## src/rtl/srfc_pkg.sv

```systemverilog
package srfc_pkg;

    // sizes
    localparam int FRAME_DEPTH = 64;
    localparam int MAX_DATA    = 16;
    localparam int ADDR_W      = $clog2(FRAME_DEPTH);
    localparam int BYTE_W      = 8;
    localparam int LEN_W       = 5;
    localparam int MIN_FRAME   = 7;
    localparam int DATA_OFS    = 5;
    localparam int HDR_BYTES   = 5;
    localparam int LEN_BYTE    = 4;
    localparam int QUEUE_DEPTH = 2;
    localparam int Q_PTR_W     = $clog2(QUEUE_DEPTH);
    localparam int Q_CNT_W     = $clog2(QUEUE_DEPTH + 1);
    localparam int PADDR_W     = 5;
    localparam int PDATA_W     = 32;

    // codes
    typedef enum logic {
        CMD_STORE = 1'b0,
        CMD_CLOSE = 1'b1
    } t_cmd;

    typedef enum logic [1:0] {
        ST_OK      = 2'd0,
        ST_CRC     = 2'd1,
        ST_RESP    = 2'd2,
        ST_TIMEOUT = 2'd3
    } t_status;

    typedef enum logic [2:0] {
        REG_SLAVE_ADDR = 3'd0,
        REG_EXP_CMD    = 3'd1,
        REG_MAX_LEN    = 3'd2,
        REG_START      = 3'd3,
        REG_STOP       = 3'd4
    } t_reg_idx;

    typedef enum logic {
        BK_IDLE = 1'b0,
        BK_RUN  = 1'b1
    } t_bk_state;

    // payload words
    typedef struct packed {
        t_cmd              command;
        logic [BYTE_W-1:0] rx_byte;
    } t_in_item;

    typedef struct packed {
        t_status           status;
        logic [BYTE_W-1:0] data_byte;
        logic              data_valid;
        logic [LEN_W-1:0]  data_length;
        logic              last_result;
    } t_result;

    // configuration set
    typedef struct packed {
        logic [BYTE_W-1:0] slave_address;
        logic [BYTE_W-1:0] expected_command;
        logic [LEN_W-1:0]  max_data_len;
        logic [BYTE_W-1:0] start_byte;
        logic [BYTE_W-1:0] stop_byte;
    } t_cfg;

    localparam t_cfg CFG_RESET = '{
        slave_address:    8'h00,
        expected_command: 8'h00,
        max_data_len:     5'd16,
        start_byte:       8'h7E,
        stop_byte:        8'h7E
    };

    // checked frame handed from front to back
    typedef struct packed {
        t_status          status;
        logic [LEN_W-1:0] len;
    } t_job;

    // frame store read request from back to front
    typedef struct packed {
        logic              en;
        logic [ADDR_W-1:0] addr;
    } t_rd_req;

    // queue status seen by the back end
    typedef struct packed {
        logic empty;
        logic full;
    } t_q_stat;

endpackage

```

## src/rtl/srfc_front.sv

```systemverilog
module srfc_front (
    input  logic                        i_clk,
    input  logic                        i_rst_n,
    input  logic                        i_accept,
    input  srfc_pkg::t_in_item          i_item,
    input  srfc_pkg::t_cfg              i_cfg,
    input  srfc_pkg::t_rd_req           i_rd_req,
    output logic [srfc_pkg::BYTE_W-1:0] o_rd_data,
    output logic                        o_push,
    output srfc_pkg::t_job              o_job
);

    logic [srfc_pkg::BYTE_W-1:0] r_mem [srfc_pkg::FRAME_DEPTH];
    logic [srfc_pkg::BYTE_W-1:0] r_rd_data;
    logic [srfc_pkg::ADDR_W-1:0] r_cnt;
    logic [srfc_pkg::ADDR_W-1:0] n_cnt;
    logic [srfc_pkg::BYTE_W-1:0] r_hdr [srfc_pkg::HDR_BYTES];
    logic [srfc_pkg::BYTE_W-1:0] r_sum;
    logic [srfc_pkg::BYTE_W-1:0] r_last1;
    logic [srfc_pkg::BYTE_W-1:0] r_last2;

    logic                        is_store;
    logic                        is_close;
    logic [srfc_pkg::BYTE_W-1:0] sum_body;
    logic [7:0]                  n_bytes;
    logic [7:0]                  avail;
    logic [7:0]                  len_clip;

    assign is_store = i_accept && (i_item.command == srfc_pkg::CMD_STORE);
    assign is_close = i_accept && (i_item.command == srfc_pkg::CMD_CLOSE);

    // frame store, one write and one registered read port
    always_ff @(posedge i_clk) begin
        if (is_store) begin
            r_mem[r_cnt] <= i_item.rx_byte;
        end
        if (i_rd_req.en) begin
            r_rd_data <= r_mem[i_rd_req.addr];
        end
    end

    assign o_rd_data = r_rd_data;

    // running header capture, body sum and last two bytes
    always_ff @(posedge i_clk) begin
        if (is_store) begin
            r_last1 <= i_item.rx_byte;
            r_last2 <= r_last1;
            if (r_cnt == '0) begin
                r_sum <= '0;
            end else begin
                r_sum <= r_sum + i_item.rx_byte;
            end
            for (int h = 0; h < srfc_pkg::HDR_BYTES; h++) begin
                if (r_cnt == srfc_pkg::ADDR_W'(h)) begin
                    r_hdr[h] <= i_item.rx_byte;
                end
            end
        end
    end

    // write index, wraps at store depth, cleared by close
    always_comb begin
        n_cnt = r_cnt;
        if (is_close) begin
            n_cnt = '0;
        end else if (is_store) begin
            if (r_cnt == srfc_pkg::ADDR_W'(srfc_pkg::FRAME_DEPTH - 1)) begin
                n_cnt = '0;
            end else begin
                n_cnt = r_cnt + srfc_pkg::ADDR_W'(1);
            end
        end
    end

    always_ff @(posedge i_clk) begin
        if (!i_rst_n) begin
            r_cnt <= '0;
        end else begin
            r_cnt <= n_cnt;
        end
    end

    // frame check on close: sum of bytes 1..n-3 is total less the last two
    assign sum_body = r_sum - r_last1 - r_last2;
    assign n_bytes  = 8'(r_cnt);
    assign avail    = n_bytes - 8'(srfc_pkg::MIN_FRAME);

    always_comb begin
        len_clip = r_hdr[srfc_pkg::LEN_BYTE];
        if (len_clip > {3'b000, i_cfg.max_data_len}) begin
            len_clip = {3'b000, i_cfg.max_data_len};
        end
        if (len_clip > 8'(srfc_pkg::MAX_DATA)) begin
            len_clip = 8'(srfc_pkg::MAX_DATA);
        end
        if (len_clip > avail) begin
            len_clip = avail;
        end
    end

    always_comb begin
        o_job.len = srfc_pkg::LEN_W'(len_clip);
        priority if (n_bytes < 8'(srfc_pkg::MIN_FRAME)
                     || r_hdr[0] != i_cfg.start_byte
                     || r_last1 != i_cfg.stop_byte) begin
            o_job.status = srfc_pkg::ST_TIMEOUT;
        end else if (r_last2 != ~sum_body) begin
            o_job.status = srfc_pkg::ST_CRC;
        end else if (r_hdr[1] != i_cfg.slave_address
                     || r_hdr[2] != i_cfg.expected_command
                     || r_hdr[3] != 8'h00) begin
            o_job.status = srfc_pkg::ST_RESP;
        end else begin
            o_job.status = srfc_pkg::ST_OK;
        end
    end

    assign o_push = is_close;

endmodule

```

## src/rtl/srfc_queue.sv

```systemverilog
module srfc_queue (
    input  logic              i_clk,
    input  logic              i_rst_n,
    input  logic              i_push,
    input  srfc_pkg::t_job    i_job,
    input  logic              i_pop,
    output srfc_pkg::t_job    o_head,
    output srfc_pkg::t_q_stat o_stat
);

    srfc_pkg::t_job               r_q [srfc_pkg::QUEUE_DEPTH];
    logic [srfc_pkg::Q_PTR_W-1:0] r_wr_ptr;
    logic [srfc_pkg::Q_PTR_W-1:0] r_rd_ptr;
    logic [srfc_pkg::Q_CNT_W-1:0] r_count;

    function automatic logic [srfc_pkg::Q_PTR_W-1:0] ptr_inc(
        input logic [srfc_pkg::Q_PTR_W-1:0] ptr
    );
        if (ptr == srfc_pkg::Q_PTR_W'(srfc_pkg::QUEUE_DEPTH - 1)) begin
            return '0;
        end
        return ptr + srfc_pkg::Q_PTR_W'(1);
    endfunction

    // job entries
    always_ff @(posedge i_clk) begin
        if (i_push) begin
            r_q[r_wr_ptr] <= i_job;
        end
    end

    // pointers and fill level
    always_ff @(posedge i_clk) begin
        if (!i_rst_n) begin
            r_wr_ptr <= '0;
            r_rd_ptr <= '0;
            r_count  <= '0;
        end else begin
            if (i_push) begin
                r_wr_ptr <= ptr_inc(r_wr_ptr);
            end
            if (i_pop) begin
                r_rd_ptr <= ptr_inc(r_rd_ptr);
            end
            if (i_push && !i_pop) begin
                r_count <= r_count + srfc_pkg::Q_CNT_W'(1);
            end else if (i_pop && !i_push) begin
                r_count <= r_count - srfc_pkg::Q_CNT_W'(1);
            end
        end
    end

    assign o_head     = r_q[r_rd_ptr];
    assign o_stat.empty = (r_count == '0);
    assign o_stat.full  = (r_count == srfc_pkg::Q_CNT_W'(srfc_pkg::QUEUE_DEPTH));

`ifndef NO_ASSERTIONS
    a_no_overflow: assert property (@(posedge i_clk) disable iff (!i_rst_n)
        i_push |-> !o_stat.full)
        else $error("job pushed into full queue");

    a_no_underflow: assert property (@(posedge i_clk) disable iff (!i_rst_n)
        i_pop |-> !o_stat.empty)
        else $error("job popped from empty queue");

    a_level_tracks: assert property (@(posedge i_clk) disable iff (!i_rst_n)
        (i_push && !i_pop) |=> !o_stat.empty)
        else $error("queue empty after push");
`endif

endmodule

```

## src/rtl/srfc_back.sv

```systemverilog
module srfc_back (
    input  logic                        i_clk,
    input  logic                        i_rst_n,
    input  srfc_pkg::t_job              i_head,
    input  srfc_pkg::t_q_stat           i_q_stat,
    input  logic [srfc_pkg::BYTE_W-1:0] i_rd_data,
    output logic                        o_pop,
    output srfc_pkg::t_rd_req           o_rd_req,
    output logic                        o_active,
    output logic                        o_res_valid,
    output srfc_pkg::t_result           o_result
);

    srfc_pkg::t_bk_state        r_state;
    srfc_pkg::t_bk_state        n_state;
    logic [srfc_pkg::LEN_W-1:0] r_idx;
    logic [srfc_pkg::LEN_W-1:0] r_len;
    logic                       r_pend;
    logic                       r_pend_last;
    logic                       r_out_valid;
    srfc_pkg::t_result          r_out;

    logic                       single;
    logic                       start_run;
    logic                       is_last;

    assign is_last = ((r_idx + srfc_pkg::LEN_W'(1)) == r_len);

    // pop a job, then walk the data bytes one read per cycle
    always_comb begin
        n_state       = r_state;
        o_pop         = 1'b0;
        single        = 1'b0;
        start_run     = 1'b0;
        o_rd_req.en   = 1'b0;
        o_rd_req.addr = '0;
        unique case (r_state)
            srfc_pkg::BK_IDLE: begin
                if (!i_q_stat.empty && !r_pend) begin
                    o_pop = 1'b1;
                    if (i_head.status == srfc_pkg::ST_OK && i_head.len != '0) begin
                        start_run = 1'b1;
                        n_state   = srfc_pkg::BK_RUN;
                    end else begin
                        single = 1'b1;
                    end
                end
            end
            srfc_pkg::BK_RUN: begin
                o_rd_req.en   = 1'b1;
                o_rd_req.addr = srfc_pkg::ADDR_W'(r_idx + srfc_pkg::LEN_W'(srfc_pkg::DATA_OFS));
                if (is_last) begin
                    n_state = srfc_pkg::BK_IDLE;
                end
            end
            default: begin
                n_state = srfc_pkg::BK_IDLE;
            end
        endcase
    end

    // control
    always_ff @(posedge i_clk) begin
        if (!i_rst_n) begin
            r_state     <= srfc_pkg::BK_IDLE;
            r_pend      <= 1'b0;
            r_out_valid <= 1'b0;
        end else begin
            r_state     <= n_state;
            r_pend      <= (r_state == srfc_pkg::BK_RUN);
            r_out_valid <= r_pend || single;
        end
    end

    // walk index and result word
    always_ff @(posedge i_clk) begin
        if (start_run) begin
            r_len <= i_head.len;
            r_idx <= '0;
        end else if (r_state == srfc_pkg::BK_RUN) begin
            r_idx <= r_idx + srfc_pkg::LEN_W'(1);
        end
        r_pend_last <= is_last;
        if (r_pend) begin
            r_out.status      <= srfc_pkg::ST_OK;
            r_out.data_byte   <= i_rd_data;
            r_out.data_valid  <= 1'b1;
            r_out.data_length <= r_len;
            r_out.last_result <= r_pend_last;
        end else if (single) begin
            r_out.status      <= i_head.status;
            r_out.data_byte   <= '0;
            r_out.data_valid  <= 1'b0;
            r_out.data_length <= '0;
            r_out.last_result <= 1'b1;
        end
    end

    assign o_active    = (r_state != srfc_pkg::BK_IDLE) || r_pend;
    assign o_res_valid = r_out_valid;
    assign o_result    = r_out;

`ifndef NO_ASSERTIONS
    a_run_has_len: assert property (@(posedge i_clk) disable iff (!i_rst_n)
        (r_state == srfc_pkg::BK_RUN) |-> (r_len != '0 && r_idx < r_len))
        else $error("data walk outside frame length");

    a_burst_contiguous: assert property (@(posedge i_clk) disable iff (!i_rst_n)
        (r_out_valid && !r_out.last_result) |=> (r_out_valid && r_out.data_valid))
        else $error("gap inside data burst");

    a_no_pop_busy: assert property (@(posedge i_clk) disable iff (!i_rst_n)
        o_pop |-> (r_state == srfc_pkg::BK_IDLE && !r_pend))
        else $error("job taken while previous one still running");
`endif

endmodule

```

## src/rtl/shdlc_response_frame_checker_top.sv

```systemverilog
// Channel   Handshake                    Word
// input     start, accepted when !busy   i_item   (command, rx_byte)
// result    o_res_valid, one cycle       o_result (status .. last_result)
// config    APB write, pready always 1   pwdata at byte address 4*index
//
// A store word leaves busy low, and bytes may arrive every cycle.
// A close word raises busy; an error or empty-data result passes the queue and
// the output register, while a data burst passes queue pop, store read and
// output register, then gives one data result per cycle (up to 16).
// busy drops in the cycle the last result is shown.
// Synchronous active-low reset; no clearing pass. Results cannot be held off.
module shdlc_response_frame_checker_top (
    input  logic                          i_clk,
    input  logic                          i_rst_n,
    input  logic                          start,
    output logic                          busy,
    input  srfc_pkg::t_in_item            i_item,
    output logic                          o_res_valid,
    output srfc_pkg::t_result             o_result,
    input  logic                          psel,
    input  logic                          penable,
    input  logic                          pwrite,
    input  logic [srfc_pkg::PADDR_W-1:0]  paddr,
    input  logic [srfc_pkg::PDATA_W-1:0]  pwdata,
    output logic [srfc_pkg::PDATA_W-1:0]  prdata,
    output logic                          pready
);

    srfc_pkg::t_cfg              r_cfg;
    srfc_pkg::t_reg_idx          reg_idx;
    logic                        cfg_wr;
    logic                        accept;
    logic                        push;
    logic                        pop;
    logic                        bk_active;
    srfc_pkg::t_job              job;
    srfc_pkg::t_job              head;
    srfc_pkg::t_q_stat           q_stat;
    srfc_pkg::t_rd_req           rd_req;
    logic [srfc_pkg::BYTE_W-1:0] rd_data;

    // register file
    assign pready  = 1'b1;
    assign cfg_wr  = psel && penable && pwrite && pready;
    assign reg_idx = srfc_pkg::t_reg_idx'(paddr[4:2]);

    always_ff @(posedge i_clk) begin
        if (!i_rst_n) begin
            r_cfg <= srfc_pkg::CFG_RESET;
        end else if (cfg_wr) begin
            unique case (reg_idx)
                srfc_pkg::REG_SLAVE_ADDR: r_cfg.slave_address    <= pwdata[7:0];
                srfc_pkg::REG_EXP_CMD:    r_cfg.expected_command <= pwdata[7:0];
                srfc_pkg::REG_MAX_LEN:    r_cfg.max_data_len     <= pwdata[4:0];
                srfc_pkg::REG_START:      r_cfg.start_byte       <= pwdata[7:0];
                srfc_pkg::REG_STOP:       r_cfg.stop_byte        <= pwdata[7:0];
                default: begin
                end
            endcase
        end
    end

    always_comb begin
        unique case (reg_idx)
            srfc_pkg::REG_SLAVE_ADDR: prdata = {24'h0, r_cfg.slave_address};
            srfc_pkg::REG_EXP_CMD:    prdata = {24'h0, r_cfg.expected_command};
            srfc_pkg::REG_MAX_LEN:    prdata = {27'h0, r_cfg.max_data_len};
            srfc_pkg::REG_START:      prdata = {24'h0, r_cfg.start_byte};
            srfc_pkg::REG_STOP:       prdata = {24'h0, r_cfg.stop_byte};
            default:                  prdata = '0;
        endcase
    end

    // busy while a close is queued or being walked
    assign busy   = !q_stat.empty || bk_active;
    assign accept = start && !busy;

    srfc_front u_front (
        .i_clk     (i_clk),
        .i_rst_n   (i_rst_n),
        .i_accept  (accept),
        .i_item    (i_item),
        .i_cfg     (r_cfg),
        .i_rd_req  (rd_req),
        .o_rd_data (rd_data),
        .o_push    (push),
        .o_job     (job)
    );

    srfc_queue u_queue (
        .i_clk   (i_clk),
        .i_rst_n (i_rst_n),
        .i_push  (push),
        .i_job   (job),
        .i_pop   (pop),
        .o_head  (head),
        .o_stat  (q_stat)
    );

    srfc_back u_back (
        .i_clk       (i_clk),
        .i_rst_n     (i_rst_n),
        .i_head      (head),
        .i_q_stat    (q_stat),
        .i_rd_data   (rd_data),
        .o_pop       (pop),
        .o_rd_req    (rd_req),
        .o_active    (bk_active),
        .o_res_valid (o_res_valid),
        .o_result    (o_result)
    );

endmodule
```

## config.mk

```make
export PLATFORM = sky130hd
export DESIGN_NAME = shdlc_response_frame_checker_top
export DESIGN_NICKNAME = d
export VERILOG_FILES = /design/src/rtl/srfc_pkg.sv /design/src/rtl/srfc_front.sv /design/src/rtl/srfc_queue.sv /design/src/rtl/srfc_back.sv /design/src/rtl/shdlc_response_frame_checker_top.sv
export SDC_FILE = /design/constraint.sdc
export NUM_CORES = 1
export LEC_CHECK = 0
export ABC_AREA = 1
export BUFFER_PORTS_ARGS = -buffer_cell sky130_fd_sc_hd__buf_2
export CAP_MARGIN = 10
export CORE_ASPECT_RATIO = 0.75
export CORE_MARGIN = 2
export CORE_UTILIZATION = 56
export DETAILED_ROUTE_END_ITERATION = 10
export PLACE_DENSITY_LB_ADDON = 0.3
export SLEW_MARGIN = 5
export SYNTH_ARGS = -nofsm -noshare
export SYNTH_HDL_FRONTEND = slang
export SYNTH_SLANG_ARGS = --single-unit
```

## constraint.sdc

```tcl
create_clock -name i_clk -period 2.65 [get_ports i_clk]
set_input_delay 0.53 -clock i_clk [delete_from_list [all_inputs] [get_ports i_clk]]
set_output_delay 0.53 -clock i_clk [all_outputs]
set_load 0.03 [all_outputs]
```

## Yosys cells after proc, flatten, opt, wreduce, memory -nomap -nowiden

Memory sizes are Yosys's and may differ from the RTL's. A register that Yosys moved wholly into a read port is not among the register bits.
Index checks and enable logic that the tools add are counted.

- Input port bits: 52
- Bits in registers: 102
- Bits in writable memories: 566
- Output and inout bits: 52
- Memories kept: 3

Memory list:

| memory | words | bits a word | read ports | clocked after memory_dff | write ports | line | RTL |
|---|---|---|---|---|---|---|---|
| u_front.r_mem | 64 | 8 | 1 | 1 | 1 | srfc_front.sv:13 | `logic [srfc_pkg::BYTE_W-1:0] r_mem [srfc_pkg::FRAME_DEPTH];` |
| u_front.r_hdr | 5 | 8 | 5 | 0 | 1 | srfc_front.sv:17 | `logic [srfc_pkg::BYTE_W-1:0] r_hdr [srfc_pkg::HDR_BYTES];` |
| u_queue.r_q | 2 | 7 | 1 | 1 | 1 | srfc_queue.sv:11 | `srfc_pkg::t_job r_q [srfc_pkg::QUEUE_DEPTH];` |

- Equality and inequality tests: 15
- Reduce and logical (&&, ||, !) cells: 39
- Mux-type cells: 66
- Magnitude comparators: 4
- Add/subtract/negate cells: 11
- Bitwise gates (word level): 4

Operators with widths:

| kind | number |
|---|---|
| $mux 8 | 6 |
| $mux 1 | 44 |
| $ne 8x8->1 | 5 |
| $pmux 8 s5 | 1 |
| $reduce_or 8->1 | 4 |
| $mux 15 | 2 |
| $sub 8x8->8 | 2 |
| $eq 6x2->1 const B | 2 |
| $mux 3 | 4 |
| $mux 2 | 5 |
| $reduce_and 2->1 | 5 |
| $logic_and 1x1->1 | 9 |
| $add 8x8->8 | 1 |
| $gt 8x5->1 | 1 |
| $gt 8x5->1 const B | 1 |
| $gt 8x8->1 | 1 |
| $not 8->8 | 1 |
| $reduce_bool 8->1 | 1 |
| $logic_or 1x1->1 | 7 |
| $mux 7 | 1 |
| $sub 6x3->7 const B | 1 |
| $add 5x3->6 const B | 1 |
| $add 6x1->6 const B | 1 |
| $eq 3x2->1 const B | 2 |
| 22 further kinds | 31 |

## Longest topological paths before layout

Gate-level depths: netlist of the first run.

- Depth after elaboration: 13
- Gate-level depth with buffers: 24
- Mapped depth without buffers: 24

## Hierarchy

From an unflattened synthesis of the first run, not the netlist that was laid out.

- Cell total of the unflattened synthesis: 2665
- Area, all modules: 29283.1 µm²

By module, submodules not included:

| module | times used | area each (µm²) | sequential area each (µm²) | cells each |
|---|---|---|---|---|
| srfc_front | 1 | 25015.2 | 17626.9 | 2124 |
| shdlc_response_frame_checker_top | 1 | 2120.8 | 740.7 | 326 |
| srfc_back | 1 | 1412.6 | 810.8 | 158 |
| srfc_queue | 1 | 734.5 | 520.5 | 57 |

## Least setup slack after synthesis of the first run

OpenSTA, ideal clock, no wires.

- Path type: register to register
- Start: memory u_front.r_hdr[0][35] (netlist name)
- End: memory u_queue.r_q[0][3] (netlist name) (data pin)
- Path buffers: 0
- Setup time: 0.260 ns
- Slack: 0.000 ns
- Data arrival time: 2.390 ns
- Stages on the path, launching flop included: 21
- Path through: edfxtp_1 > ha_1 > nand2_1 > inv_1 > nand2_1 > nand2_1 > nand2_1 > nand2_1 > nand2_1 > nand2_1 > nand2_1 > nor2_1 > ha_1 > a21oi_1 > o21ai_0 > nand2_1 > nand3_1 > nand2_1 > inv_1 > o21ai_0 > nand2_1

RTL lines:

| element | line |
|---|---|
| start, declared | srfc_front.sv:17 |
| end, declared | srfc_queue.sv:11 |

==> metrics.csv, run 1 <==
metric,value,unit
outcome,"complete, but fails checks",
violations in the final reports,setup timing,
area of the die,56600,um^2
sequential area share after synthesis,0.643,
maximum number of pins on one net before global-route repair,114,
cells along the critical path,inv_2 > fa_1 > inv_1 > ha_1 > inv_1 > nand2_2 > inv_2 > fa_2 > inv_2 > nand2_1 > nand2_1 > xor2_1 > nand3_1 > nor2_2 > nand4_1,
average wire per standard cell,19.5,um
Synth Area in Compound Gates,0.0270,
clock transition at the register clock pins on the worst setup and hold paths after CTS,60,ps
Simple-Gate Fraction of Synth Area,0.209,
worst slew margin relative to its limit,0.305,
detail-routed via count per cell,5.45,
upper clock frequency limit,351,MHz
"arithmetic-cell share of the synthesized area counting full adders, half adders and majority gates",0.0195,
yosys synthesis warning count,0,
most common library cells after synthesis,"651 x nand2_1, 616 x edfxtp_1, 511 x inv_1, 465 x nand3_1, 344 x nor2_1",
placed insts,3882,
number of H-tree branching levels,3,
final worst path period share,1.07,
Post-DP Area,32300,um^2
synthesized netlist cell count,3096,
Initial Utilization,0.565,
highest ir drop seen on vdd,0.539,mV
met2 routed wirelength,35300,um
cts bufs inserted,67,
CTS max path bufs,3,
dominant combinational cell family by area after synthesis,simple AND/OR/NAND/NOR gates,
data arrival at the endpoint of the critical path,3140,ps
slowest cell on the critical path,fa_1,
worst hold-check path type,in2reg,
die height,207,um
root buffer selected by CTS,clkbuf_16,
global placement routability congestion,0.907,
Final Hold Viols,0,
number of storage elements in the synthesis netlist,676,
vias after detailed routing,21900,
worst-path maximum fanout,3,
synthesized cell area,30600,um^2
worst reg2reg startpoint,u_front.r_last1[0],
fin. max-slew vios,0,
share of flip-flops with an asynchronous set or reset,0,
die width,274,um
Worst Path Required,2940,ps
number of global-route vias before repair,20900,
most frequently used cell type in the post-synthesis netlist,nand2_1,
Yosys top cell by area,edfxtp_1,
Max Used Layer,met4,
total power,26.3,mW
Tightest Pin Transition,1040,ps
ranking of synthesized cells by area,"edfxtp_1 60%, nand2_1 8.0%, nand3_1 7.6%",
max-capacitance violation count,0,
class of the most critical setup path,reg2reg,
CTS tree,done,
Setup WS post-layout,-197,ps
number of antenna violations at the first check in global routing,3,
"most used cell, CP",inv_2,
worst clock skew on the final layout,20.6,ps
total core area,54300,um^2
share of final-layout standard cells stronger than drive strength 1,0.112,
total global routing overflow,0,
number of DRC violations after detailed routing,0,
number of antenna cells inserted,0,
wire length of the first global-routing pass,119000,um
synthesized area per cell,9.90,um^2
Iteration-0 DRC Markers,3094,
number of enable-type register cells in the synthesized netlist,616,
cell leakage power,14.7,nW
Critical Path Start,u_front.r_last1[0],
CP peak stage delay,440,ps
final number of setup-violating endpoints,12,
post-synthesis cell type count,41,
All-Layer GR Usage,0.279,
Final Non-Filler Cells,4014,
unrepaired setup endpoints after global routing,yes,
area growth from synthesis to final layout,13.5,%
input/output buffers,52,
power per unit of standard cell area,755,nW/um^2
hold_sp,pwdata[6],
type of destination of the critical path,flip-flop,
post-synthesis share of cell area spent on xor and xnor gates,0.0111,
"final std cell area, no fill",34800,um^2
Routed Wire Length,78100,um
worst hold margin,222,ps
HPWL Detailed,48500,um
row count,74,
min cycle time layout,2850,ps
met1 wire length,33100,um
# clock sinks,676,
worst-skew pair later-pin latency,610,ps
count of antenna-violating nets left after detailed routing,0,
IO Count,104,
hold buffer count at cts,0,
Synth Flop Type,edfxtp_1,
detailed-router iteration count before antenna repair,7,
final-stage net count,3335,
area share of the leading cell type in the synthesized netlist,0.604,
Met3 Routed Length,7650,um
Worst setup SP type,flip-flop,
mux cell area share after synthesis,0,
==> cell families (layout without fill, tap and decap cells) <==
kind of cell               after synthesis  in the layout
xor gates and xnor gates                39             39
buffers and inverters                  669            839
DFF                                    676            676
AOI/OAI and AO/OA                      157            157
adders and majority gates               43             43
other                                    2             28
and+or+nand+nor                       1510           1510
==> routing by layer <==
layer	GRT usage	up-vias
met5	0	-
met1	0.404	10300
met3	0.0516	146
met2	0.437	1107
li1	-	10300
met4	0.0796	0
==> cell type report <==
type	count	area (um^2)
Clock buffer	91	1890
Clock inverter	30	268
Fill cell	4224	19500
Inverter	523	1970
Multi-Input combinational cell	1777	8520
Sequential cell	676	19700
Tap cell	722	903
Timing Repair Buffer	195	1550
==> cell usage in the layout, fill, tap and decap left out, drive strengths merged, types with 10 or more instances in the layout <==
| cell type | count |
|---|---|
| nor2 | 348 |
| ha | 35 |
| xor2 | 24 |
| o21ai | 98 |
| nor3 | 21 |
| clkinv | 24 |
| edfxtp | 616 |
| nand3 | 465 |
| dfxtp | 60 |
| nand2 | 653 |
| conb | 28 |
| a21oi | 44 |
| nand4 | 10 |
| buf | 195 |
| xnor2 | 15 |
| clkbuf | 91 |
| inv | 522 |
==> flip-flops by register name, indices dropped and copies added, names as in the netlist, 2 cells and up, named ones only <==
signal / flops
u_back.r_idx: 5
u_front.o_rd_data: 8
u_back.r_len: 5
u_front.r_mem: 512
u_queue.r_q: 14
u_front.r_hdr: 40
u_front.r_last1: 8
u_front.r_sum: 8
u_queue.r_count: 2
u_front.r_last2: 7
u_front.r_cnt: 6
r_cfg: 37
u_back.o_result: 17
==> where the power goes <==
group	leakage [nW]	switching (mW)	internal, mW
Clock	1.05	3.93	5.49
Combinational	7.57	3.18	1.35
Sequential	6.04	0.200	12.1
==> repair_timing <==
| item | in CTS | in global routing |
|---|---|---|
| resized for setup | 32 | 38 |
| gates cloned | 0 | 0 |
| endpoints found under the setup margin | 14 | 22 |
| pin swaps | 24 | 33 |
| setup buffers | 5 | 6 |
==> path summary, 6_finish.rpt <==
path	slack [ps]	cells past startpoint	to
min	220	3	r_cfg[6]
max reg2reg	-200	15	u_queue.r_q[1][5]
max	-200	15	u_queue.r_q[1][5]
min reg2reg	450	2	u_back.o_result[6]
==> through the flow <==
stage                      util  worst slack, ps  setup TNS (ps)
after global placement    0.596             -140           -1180
final                     0.641             -197            -897
after floorplan               -            0.459               0
after global routing      0.641             -321           -2860
after detailed placement  0.596             -300           -2820
after CTS                 0.638             -151            -402
==> critical path: cells and delay by family (launching register included) <==
family                     cells  cell delay [ps]
buffers and inverters          5              330
xor gates and xnor gates       1              170
and+or+nand+nor                6              680
adders and majority gates      3              950
DFF                            1              420
(Power assumes the default switching activity.)
==> inputs of run 2 (changes only) <==
--- a/config.mk
+++ b/config.mk
@@ -13,6 +13,7 @@
 export CORE_UTILIZATION = 56
 export DETAILED_ROUTE_END_ITERATION = 10
 export PLACE_DENSITY_LB_ADDON = 0.3
+export RECOVER_POWER = 25
 export SLEW_MARGIN = 5
 export SYNTH_ARGS = -nofsm -noshare
 export SYNTH_HDL_FRONTEND = slang
==> metrics.csv, run 2 (same netlist as run 1, synthesis figures left out) <==
metric,value,unit,change
"commonest non-fill, non-tap cells in the layout","626 x nand2_1, 616 x edfxtp_1, 503 x inv_1",,
max-capacitance violation count,5,,+5
area of the die,56600,um^2,unchanged
Iteration-0 DRC Markers,3139,,+1.5%
CTS tree,done,,
fin. max-slew vios,313,,+313
# fillers,4236,,+0.28%
highest ir drop seen on vdd,0.540,mV,+0.15%
worst hold-check path type,in2reg,,
Final Non-Filler Cells,4014,,unchanged
CTS max path bufs,3,,unchanged
final number of setup-violating endpoints,12,,unchanged
worst slew margin relative to its limit,-0.373,,-0.677
total global routing overflow,0,,unchanged
Worst setup SP type,flip-flop,,
total power,26.3,mW,about the same
average wire per standard cell,19.5,um,about the same
area growth from synthesis to final layout,13.3,%,
wire length of the first global-routing pass,119000,um,unchanged
vias after detailed routing,21900,,+0.11%
count of antenna-violating nets left after detailed routing,0,,unchanged
input/output buffers,52,,unchanged
number of H-tree branching levels,3,,unchanged
global placement routability congestion,0.907,,unchanged
HPWL Detailed,48500,um,unchanged
unrepaired setup endpoints after global routing,yes,,
number of global-route vias before repair,20900,,unchanged
worst-path maximum fanout,3,,unchanged
# clock sinks,676,,unchanged
upper clock frequency limit,351,MHz,about the same
number of antenna violations at the first check in global routing,4,,+1
final worst path period share,1.07,,about the same
share of final-layout standard cells stronger than drive strength 1,0.110,,-0.00182
clock transition at the register clock pins on the worst setup and hold paths after CTS,60,ps,about the same
min cycle time layout,2850,ps,-1.03 ps
detailed-router iteration count before antenna repair,5,,-2
Tightest Pin Transition,2060,ps,+1020 ps
Setup WS post-layout,-196,ps,+1.03 ps
worst-skew pair later-pin latency,610,ps,about the same
data arrival at the endpoint of the critical path,3140,ps,about the same
IO Count,104,,unchanged
most frequent standard cell in the layout excluding fill and tap cells,nand2_1,,
cts bufs inserted,67,,unchanged
outcome,"complete, but fails checks",,
Worst Path Required,2940,ps,about the same
row count,74,,unchanged
maximum number of pins on one net before global-route repair,114,,unchanged
total core area,54300,um^2,unchanged
flip-flop count of the largest register after layout,512,,unchanged
die height,207,um,unchanged
violations in the final reports,"capacitance limit, slew limit, setup timing",,
cell leakage power,14.6,nW,-0.27%
final-stage net count,3335,,unchanged
largest registers,"u_front.r_mem x512, u_front.r_hdr x40, r_cfg x37",,
number of DRC violations after detailed routing,0,,unchanged
Final Hold Viols,0,,unchanged
fin util,0.640,,-0.00134
class of the most critical setup path,reg2reg,,
type of destination of the critical path,flip-flop,,
Biggest register,u_front.r_mem,,
All-Layer GR Usage,0.279,,unchanged
Routed Wire Length,78100,um,about the same
detail-routed via count per cell,5.46,,+0.11%
number of antenna cells inserted,0,,unchanged
worst clock skew on the final layout,20.9,ps,+0.309 ps
power per unit of standard cell area,757,nW/um^2,+0.27%
die width,274,um,unchanged
placed insts,3882,,unchanged
Total Neg Setup Slack,-860,ps,+37.3 ps
Initial Utilization,0.565,,unchanged
root buffer selected by CTS,clkbuf_16,,
[run 2: cell type report]
cell class / count / area [um^2] / area share
clock buffers: 91 / 1890 / 0.0545
clock inverters: 30 / 268 / 0.00771
inverters: 523 / 1970 / 0.0566
multi-input cells: 1777 / 8520 / 0.245
flip-flops and latches: 676 / 19700 / 0.567
well taps: 722 / 903 / 0.0260
repair buffers: 195 / 1480 / 0.0425
[run 2: path summary, 6_finish.rpt]
path	start	endpoint	slack (ps)	depth (start not counted)
setup reg to reg	u_front.r_last1[0]	u_queue.r_q[1][5]	-200	15
hold / removal	pwdata[6]	r_cfg[6]	220	3
hold reg to reg	u_back.o_result[6]	u_back.o_result[6]	450	2
setup / recovery	u_front.r_last1[0]	u_queue.r_q[1][5]	-200	15
[run 2: power breakdown]
part           leakage (nW)  internal [mW]  total, mW  switching [mW]
clock network          1.05           5.49       9.44            3.95
logic                  7.53           1.33       4.52            3.18
registers              6.04           12.1       12.3           0.200
[run 2: per-stage QoR]
step / setup WS [ps] / instance area, um^2 / hold slack (ps)
finish: -196 / 34700 / 222
global route: -321 / 34700 / 208
CTS: -151 / 34600 / 183
detailed placement: -300 / 32300 / 437
global placement: -140 / 32300 / 423
floorplan: 0.459 / 30700 / 426
[run 2: worst max-delay path, cell delays in order, from the launching register on]
cell and delay [ps]:
edfxtp_1 420, inv_2 80, fa_1 440, inv_1 80, ha_1 140, inv_1 50, nand2_2 70, inv_2 40
fa_2 370, inv_2 80, nand2_1 50, nand2_1 90, xor2_1 170, nand3_1 120, nor2_2 140, nand4_1 210
[run 2: routing by layer]
layer,track usage,up-vias,part of all wire
met3,0.0516,143,0.095
met1,0.404,10300,0.43
li1,-,10300,-
met4,0.0796,0,0.025
met2,0.437,1146,0.45
met5,0,-,0
[run 2: repair_timing]
action	CTS	global route
setup endpoints to repair	14	22
setup buffers	5	6
gates resized for setup	32	38
hold buffers	0	0
pin swaps	24	33
